`src/rtl/pdr_pkg.sv`:
```
`default_nettype none

package pdr_pkg;

    // defaults for the top level parameters
    localparam int CORDIC_STEPS_DEF = 16;
    localparam int ANGLE_BITS_DEF   = 16;

    // command codes
    localparam logic [2:0] ACT_WAIT    = 3'd0;
    localparam logic [2:0] ACT_FWD     = 3'd1;
    localparam logic [2:0] ACT_LEFT    = 3'd2;
    localparam logic [2:0] ACT_RIGHT   = 3'd3;
    localparam logic [2:0] ACT_TURN    = 3'd4;
    localparam logic [2:0] ACT_MOVE    = 3'd5;
    localparam logic [2:0] ACT_GOTO    = 3'd6;
    localparam logic [2:0] ACT_RESTART = 3'd7;

    // configuration register indexes
    localparam int         CFG_IDX_W   = 3;
    localparam int         CFG_W       = 32;
    localparam logic [2:0] CFG_START_X = 3'd0;
    localparam logic [2:0] CFG_START_Y = 3'd1;
    localparam logic [2:0] CFG_MOVE_SP = 3'd2;
    localparam logic [2:0] CFG_TURN_SP = 3'd3;
    localparam logic [2:0] CFG_HIST    = 3'd4;

    // CORDIC datapath
    localparam int          XY_W       = 60;
    localparam int          GUARD_BITS = 24;
    localparam logic [29:0] GAIN_Q30   = 30'd652032874;

    // divider numerator width
    localparam int NUM_W = 49;

    // atan(2^-i) in units of 2^-32 of a turn
    localparam logic [31:0] ATAN_TURN32 [32] = '{
        32'h20000000, 32'h12E4051E, 32'h09FB385B, 32'h051111D4, 32'h028B0D43,
        32'h0145D7E1, 32'h00A2F61E, 32'h00517C55, 32'h0028BE53, 32'h00145F2F,
        32'h000A2F98, 32'h000517CC, 32'h00028BE6, 32'h000145F3, 32'h0000A2FA,
        32'h0000517D, 32'h000028BE, 32'h0000145F, 32'h00000A30, 32'h00000518,
        32'h0000028C, 32'h00000146, 32'h000000A3, 32'h00000051, 32'h00000029,
        32'h00000014, 32'h0000000A, 32'h00000005, 32'h00000003, 32'h00000001,
        32'h00000001, 32'h00000000
    };

    // rounded atan step at the chosen angle resolution
    function automatic logic [31:0] atan_step(input logic [4:0] idx, input int angle_bits);
        logic [32:0] t;
        t = {1'b0, ATAN_TURN32[idx]} + (33'd1 << (31 - angle_bits));
        return 32'(t >> (32 - angle_bits));
    endfunction

endpackage

`default_nettype wire

```
`src/rtl/pdr_div.sv`:
```
`default_nettype none

// restoring divider, one quotient bit per cycle, quotient saturated to 32 bits
module pdr_div (
    input  wire logic                       i_clk,
    input  wire logic                       i_rst_n,
    input  wire logic                       i_start,
    input  wire logic [pdr_pkg::NUM_W-1:0]  i_num,
    input  wire logic [31:0]                i_den,
    output logic                            o_done,
    output logic [31:0]                     o_quot
);
    localparam int NW = pdr_pkg::NUM_W;
    localparam int CW = $clog2(NW);

    logic [NW-1:0] r_num;
    logic [31:0]   r_rem;
    logic [31:0]   r_den;
    logic [CW-1:0] r_cnt;
    logic          r_run;
    logic          r_done;
    logic [32:0]   trial;
    logic          take;

    always_comb begin
        trial = {r_rem, r_num[NW-1]};
        take  = (trial >= {1'b0, r_den});
    end

    always_ff @(posedge i_clk) begin
        if (!i_rst_n) begin
            r_run  <= 1'b0;
            r_done <= 1'b0;
        end else begin
            r_done <= 1'b0;
            if (i_start) begin
                r_num <= i_num;
                r_den <= i_den;
                r_rem <= '0;
                r_cnt <= '0;
                r_run <= 1'b1;
            end else if (r_run) begin
                r_rem <= take ? 32'(trial - {1'b0, r_den}) : trial[31:0];
                r_num <= {r_num[NW-2:0], take};
                r_cnt <= r_cnt + 1'b1;
                if (r_cnt == CW'(NW - 1)) begin
                    r_run  <= 1'b0;
                    r_done <= 1'b1;
                end
            end
        end
    end

    assign o_done = r_done;
    assign o_quot = (|r_num[NW-1:32]) ? '1 : r_num[31:0];

endmodule

`default_nettype wire

```
`config.mk`:
```
export PLATFORM = sky130hd
export DESIGN_NAME = pdr_div
export DESIGN_NICKNAME = d
export VERILOG_FILES = /design/src/rtl/pdr_pkg.sv /design/src/rtl/pdr_div.sv
export SDC_FILE = /design/constraint.sdc
export NUM_CORES = 1
export LEC_CHECK = 0
export BUFFER_PORTS_ARGS = -buffer_cell sky130_fd_sc_hd__buf_4
export CAP_MARGIN = 20
export CORE_MARGIN = 2
export CORE_UTILIZATION = 52
export DETAILED_ROUTE_END_ITERATION = 7
export PLACE_DENSITY_LB_ADDON = 0.12
export RECOVER_POWER = 50
export SLEW_MARGIN = 5
export SYNTH_ARGS = -nofsm -noshare
export SYNTH_HDL_FRONTEND = slang
export SYNTH_SLANG_ARGS = --single-unit
```
`constraint.sdc`:
```
create_clock -name i_clk -period 3.25 [get_ports i_clk]
set_input_delay 0.4875 -clock i_clk [delete_from_list [all_inputs] [get_ports i_clk]]
set_output_delay 0.4875 -clock i_clk [all_outputs]
set_load 0.01 [all_outputs]
```
---- Yosys cells after proc, flatten, opt, wreduce, memory -nomap -nowiden ----
Index checks and enable logic that the tools add are counted.
storage, ports and cells
  flip-flop bits (word level) ............. 121
  bits of input ports ..................... 84
  output and inout bits ................... 33
  word-level logic and storage cells ...... 27
operators by class
  add/subtract/negate cells ............... 2
  magnitude comparators ................... 1
  equality and inequality tests ........... 1
  multiplexer cells ....................... 10
  bitwise operators ....................... 2
  reduce and logical (&&, ||, !) cells .... 5
operators with widths
  operator                                      count
  2-to-1 mux 49 bit                             2
  2-to-1 mux 32 bit                             3
  greater-or-equal comparator 33 x 32 -> 1 bit  1
  subtractor 32 bit                             1
  OR reduction 17 bit                           1
  adder 6 x 1 -> 6 bit, second input constant   1
  equality test 6 bit, second input constant    1
  2-to-1 mux 6 bit                              1
  2-to-1 mux 1 bit                              4
  AND reduction 2 bit                           2
  OR reduction 3 bit                            1
  inverter 1 bit                                2
  nonzero test 2 bit                            1

---- Depth between registers and ports, before layout ----
Gate-level depths: netlist of run 1.
  depth after elaboration ................. 4
  gate-level depth with buffers ........... 13
  gate-level depth less buffers ........... 12

---- Worst setup path before layout of run 1 ----
OpenSTA, ideal clock, no wires.
  kind .................................... in2reg
  start point ............................. in i_start
  end point ............................... reg r_cnt[0] (enable)
  arrival ................................. 2.871 ns
  required time ........................... 2.797 ns
  path slack .............................. -0.074 ns
  stages .................................. 3
  cells stage by stage .................... clkbuf_1 buf_2 o21a_1
between the ends
  cells in the longest elaborated chain, start to end .. 2
ends and longest elaborated chain
  item                                  line           text
  start, declared                       pdr_div.sv:7   input wire logic i_start,
  nonzero test 2 bit (no source line)   --
  AND reduction 2 bit (no source line)  --
  end signal, assigned                  pdr_div.sv:45  r_cnt <= r_cnt + 1'b1;
  end, declared                         pdr_div.sv:19  logic [CW-1:0] r_cnt;
No other way between the ends.
A chain may end at the register's enable or synchronous reset.

---- Worst setup path in the final report of run 1 ----
  start point ............................. reg r_rem[9]
  end point ............................... reg r_rem[2] (data pin)
between the ends
  cells in the longest elaborated chain, start to end .. 3
ends and longest elaborated chain
  item                                          line           text
  start, declared                               pdr_div.sv:17  logic [31:0] r_rem;
  start signal, assigned                        pdr_div.sv:43  r_rem <= take ? 32'(trial - {1'b0, r_den}) : trial[31:0];
  greater-or-equal comparator 33 x 32 -> 1 bit  pdr_div.sv:27  take = (trial >= {1'b0, r_den});
  2-to-1 mux 32 bit                             pdr_div.sv:43
  2-to-1 mux 32 bit                             pdr_div.sv:42  end else if (r_run) begin
No other way between the ends. The select of a mux whose other input is x is not followed.

==> run metrics, run 1 <==
sequential share of power 40.5%; worst r2r dst r_rem[2]; Most used DFF post-synth edfxtp_1; H-tree Lvls 4; max_cap viols 1; Switching Share 28.6%; drt pass-1 iters 5; number of routed nets with antenna violations 0; sequential share of the synthesized area 51.6%; Final Wtd Congestion 0.893; Clock Skews 13.8 ps; Max Clk Rate 323 MHz; Overall Power 4.79 mW; clk sinks 121; count of final setup violators 0; clock-pin slew on the worst setup and hold paths 60 ps; Hold EP r_den[31]; Filler cells 1042; Post-Syn Area per Cell 11.4 µm²; total CTS buffers 17; Seq cells post-synth 121; clk buf depth 2; syn_nets 734; leak pwr 3.47 nW; grt total ovfl 0; Worst Max-Slew Pin Slew 1600 ps; CP startpoint r_rem[9]; Die X-Extent 120 µm; Clock power frac 37.7%; CP Capture Type flip-flop; internal power 3.42 mW; ratio of cells with drive above 1 in the final layout 29.0%; Startpoint Class flip-flop; Worst Hold Class primary input to flip-flop; residual DRC count 0; Worst Setup Path Type flip-flop to flip-flop; Area Growth Syn to Fin 24.1%; WHS 259 ps; TNS Setup 0 ps; Clk Tree Root Cell clkbuf_16; switching pwr 1.37 mW; WL final 15100 µm; r2r setup slk 160 ps; chip height 120 µm; worst relative slew slack -6.55%; worst vdd ir 351 µV; Synth cell types 61; Antenna diodes 0; dpl cells 896; CP required 3410 ps; Die ar. 14400 µm²; Vias/cell 5.56; gr usage total 22.4%; DRT iter0 DRCs 286; RSZ-0062 raised after global routing no; Worst R2R Path Depth 10; first-pass GRT wire length 25400 µm; hold_sp i_den[31]; Final min period 3090 ps; Hold Path Depth 1; max-slew violations 32; Final Cycle Share 95.1%; Placement Cell Area 8130 µm²; Max Fanout on Critical Path 16; io pins 117; Post-synth EDFFs 119; Syn Inst Count 615; Hold Fails Final Rpt 0; DP HPWL 10900 µm; clk_lat worst skew 420 ps; Finished Cell Area 8690 µm²; failing checks max-capacitance violations, max-slew violations; CP arrival 3250 ps; area of the multi-input gates 3160 µm²; status finished, violations left; input/output buffers 116; Yosys warning count 0; worst r2r src r_rem[9]; Core Region 13200 µm²; Total Nets Final 858; FF/Latch Area 3610 µm²; # rows 42; Starting Density 53.1%; routed via count 5161; fraction of registers with async set/reset 0%; CTS tree built; final cell count without fillers 928; DR WL/cell 16.3 µm; vias in the first global route 5354; cell area after synthesis 7000 µm²; combinational power share 21.8%; Pwr per Cell Area 552 nW/µm²; antenna violations before repair 0; largest net degree at the start of global routing 67
[logic make-up after synthesis]
family	after synthesis	synth area share, %
AOI/OAI and AO/OA	107	10.4
adders and majority gates	35	6.36
and+or+nand+nor	189	13.6
DFF	121	51.6
xor gates and xnor gates	28	3.50
muxes	70	10.9
buffers and inverters	65	3.59
[cell type report]
type	count	share of cell area (%)
clock buffer	17	4.90
clock inverter	15	1.63
inverter	44	1.90
multi-input combinational	429	36.4
sequential	121	41.6
tap	176	2.54
timing repair buffer	126	11.0
[worst max path at each step]
stage | to | slack (ps) | depth (start not counted)
global placement | r_rem[4] | 240 | 9
global route | r_rem[2] | 10 | 10
finish | r_rem[2] | 160 | 10
detailed placement | r_rem[2] | 220 | 10
CTS | r_rem[2] | 200 | 10
floorplan | r_rem[23] | 450 | 10
[registers in the layout, summed over array words and instances (netlist names)]
register and count:
r_run 1, r_cnt 6, r_den 32, o_done 1
r_num 49, r_rem 32
[through the flow]
stage	utilization, %	setup slack [ps]
after floorplan	-	448
after global placement	61.6	243
after detailed placement	61.6	220
after CTS	65.9	199
after global routing	65.9	14.8
final	65.9	159
[layer usage]
metal	routed length, µm	GRT usage (%)
met1	6660	27.5
met4	206	8.53
met3	1130	9.51
met5	0	0
met2	7140	35.2
[cell usage after synthesis, types with 3 or more instances]
library cell	instances	area [µm²]
a211oi_1	7	52.6
a21o_1	8	60.1
a21oi_1	32	160
a21oi_2	3	26.3
a31oi_1	3	18.8
and2_1	4	25.0
and4_1	3	26.3
buf_1	5	18.8
buf_2	6	30.0
clkbuf_1	10	37.5
edfxtp_1	119	3570
ha_1	34	425
inv_1	43	161
mux2_2	49	552
mux2i_1	21	210
nand2_1	40	150
nand2b_1	34	213
nand3_1	13	65.1
nand4_1	4	25.0
nor2_1	54	203
nor2b_1	7	43.8
nor3_1	9	45.0
nor4_1	6	37.5
o211ai_1	5	37.5
o21a_1	7	52.6
o21ai_0	12	60.1
o21ai_1	3	15.0
o21bai_1	6	45.0
o31a_1	3	26.3
xnor2_1	19	166
xor2_1	9	78.8
[critical path, stage by stage, from the launching register on]
cell       delay (ps)
edfxtp_1          400
ha_1              430
nand4_1           200
nor3_1            320
o2111ai_1         190
nand3_1           220
a221oi_4          110
o211ai_4          330
buf_4             320
mux2i_1           240
nor2_1             60
[power by group through the flow]
stage / Sequential (mW) / Combinational (mW) / Clock [mW]
5_1_grt: 1.95 / 1.16 / 1.92
4_1_cts: 1.94 / 1.04 / 1.84
6_report: 1.94 / 1.05 / 1.80
2_1_floorplan: 1.95 / 0.767 / 0
3_3_place_gp: 1.97 / 1.01 / 0
3_5_place_dp: 1.97 / 1.04 / 0
[placed cells by master, fill, tap and decap left out, drive strengths merged, types with 8 or more instances in the layout]
cell type,synthesis,layout
xor2,9,9
inv,43,49
mux2i,21,21
a21o,8,8
nor2,54,54
nor3,9,9
a21oi,35,35
nand2b,34,34
xnor2,19,19
ha,34,34
buf,11,91
clkbuf,10,52
edfxtp,119,119
nand3,13,13
mux2,49,49
o21ai,15,15
nand2,41,41
[timing repair]
item | CTS | global route
setup buffers | 0 | 0
hold buffers | 0 | 0
endpoints found under the setup margin | 0 | 1
resized for setup | 0 | 1
(Power assumes the default switching activity.)
==> inputs of run 2 (changes only) <==
--- a/config.mk
+++ b/config.mk
@@ -8,7 +8,7 @@
 export BUFFER_PORTS_ARGS = -buffer_cell sky130_fd_sc_hd__buf_4
 export CAP_MARGIN = 20
 export CORE_MARGIN = 2
-export CORE_UTILIZATION = 52
+export CORE_UTILIZATION = 35
 export DETAILED_ROUTE_END_ITERATION = 7
 export PLACE_DENSITY_LB_ADDON = 0.12
 export RECOVER_POWER = 50
==> run 2 against run 1 <==
Against the previous run: the flow still finishes with violations (max-capacitance violations, max-slew violations); final cell count rose by 9.6%; die area rose by 47%; clock power rose by 12%; first-iteration DRC count rose by 2.1%; count of clock-buffer cells in the layout rose by 2; utilization fell by 21 points; sequential power barely moved; wire length rose by 7.0%; critical path type unchanged.
==> run metrics, run 2 (synthesized netlist as in run 1, its figures left out) <==
clk_lat worst skew 420 ps; Pwr per Cell Area 566 nW/µm²; TNS Setup 0 ps; Final Cycle Share 94.7%; max_cap viols 1; leak pwr 3.49 nW; Final Wtd Congestion 0.869; Startpoint Class flip-flop; internal power 3.65 mW; CTS tree built; ratio of cells with drive above 1 in the final layout 28.9%; Clk Tree Root Cell clkbuf_16; DRT iter0 DRCs 292; most frequent cells in the layout edfxtp_1, buf_4, nor2_1; CP required 3410 ps; Max Clk Rate 325 MHz; Worst Setup Path Type flip-flop to flip-flop; combinational power share 21.0%; Max Fanout on Critical Path 3; most common cell after layout, fill and taps aside edfxtp_1; Hold Fails Final Rpt 0; # rows 51; Overall Power 5.00 mW; status finished, violations left; chip height 145 µm; worst vdd ir 317 µV; Top reg by flops r_num; input/output buffers 116; largest net degree at the start of global routing 70; RSZ-0062 raised after global routing no; io pins 117; DR WL/cell 15.9 µm; clk sinks 121; Antenna diodes 0; switching pwr 1.35 mW; Clock Skews 15.5 ps; antenna violations before repair 1; total CTS buffers 17; Clock power frac 40.2%; max-slew violations 35; CP Capture Type flip-flop; Core Region 19500 µm²; Worst Hold Class primary input to flip-flop; Total Nets Final 858; Starting Density 35.8%; Largest regs r_num: 49 flops, r_den: 32 flops, r_rem: 32 flops; Worst Max-Slew Pin Slew 1520 ps; Vias/cell 5.05; sequential share of power 38.8%; Final min period 3080 ps; vias in the first global route 5356; Area Growth Syn to Fin 26.2%; count of final setup violators 0; CP arrival 3240 ps; drt pass-1 iters 4; grt total ovfl 0; clock-pin slew on the worst setup and hold paths 60 ps; DP HPWL 11600 µm; routed via count 5137; total setup buffers inserted after CTS 0; Die ar. 21100 µm²; worst relative slew slack -1.20%; first-pass GRT wire length 26900 µm; H-tree Lvls 4; failing checks max-capacitance violations, max-slew violations; number of routed nets with antenna violations 0; number of flip-flops in the largest register 49; gr usage total 15.8%; Die X-Extent 145 µm; Switching Share 27.0%; WL final 16200 µm; clk buf depth 2; residual DRC count 0
run 2: worst max-delay path: stages, from the launching register on:
cell and delay (ps):
edfxtp_1 410, ha_1 330, nor2b_1 160, o2111a_1 270, o41a_1 350, or4_4 540
nand2_2 100, o31ai_2 90, a21oi_2 180, nor4_1 70, a311o_1 330
run 2: final timing paths:
kind | startpoint | end | slack [ps] | depth (start not counted)
hold / removal | i_den[5] | r_den[5] | 260 | 1
setup / recovery | r_rem[0] | r_rem[23] | 170 | 10
setup reg to reg | r_rem[0] | r_rem[23] | 170 | 10
hold reg to reg | r_run | o_done | 520 | 1
run 2: cell type report:
type | count | area, µm²
fill | 1892 | 10700
sequential | 121 | 3610
multi-input combinational | 429 | 3160
timing repair buffer | 126 | 935
clock buffer | 19 | 433
tap | 265 | 332
clock inverter | 13 | 193
inverter | 44 | 165
run 2: per-stage QoR:
| stage | utilization (%) | hold slack (ps) | instances | worst slack [ps] | instance area, µm² |
|---|---|---|---|---|---|
| floorplan | - | 496 | 615 | 448 | 7000 |
| global placement | 42.1 | 524 | 985 | 206 | 8230 |
| detailed placement | 42.1 | 526 | 985 | 176 | 8230 |
| CTS | 45.3 | 219 | 1017 | 164 | 8850 |
| global route | 45.2 | 242 | 1017 | 29.9 | 8830 |
| finish | 45.2 | 260 | 1017 | 173 | 8830 |
run 2: per-layer routing:
| layer | global-route usage [%] | wire length [µm] | up-vias |
|---|---|---|---|
| li1 | - | - | 2495 |
| met1 | 19.8 | 7410 | 2467 |
| met2 | 25.0 | 7410 | 157 |
| met3 | 5.71 | 1170 | 16 |
| met4 | 5.78 | 187 | 2 |
| met5 | 0 | 7 | - |
run 2: power groups by stage:
stage          combinational (mW)  sequential, mW  clock (mW)
2_1_floorplan               0.767            1.95           0
3_3_place_gp                 1.04            1.97           0
3_5_place_dp                 1.04            1.97           0
4_1_cts                      1.05            1.94        2.06
5_1_grt                      1.16            1.96        2.14
6_report                     1.05            1.94        2.01
run 2: repair_timing:
item,in CTS,in global routing
hold buffers,0,0
setup endpoints to repair,0,4
gates resized for setup,0,1
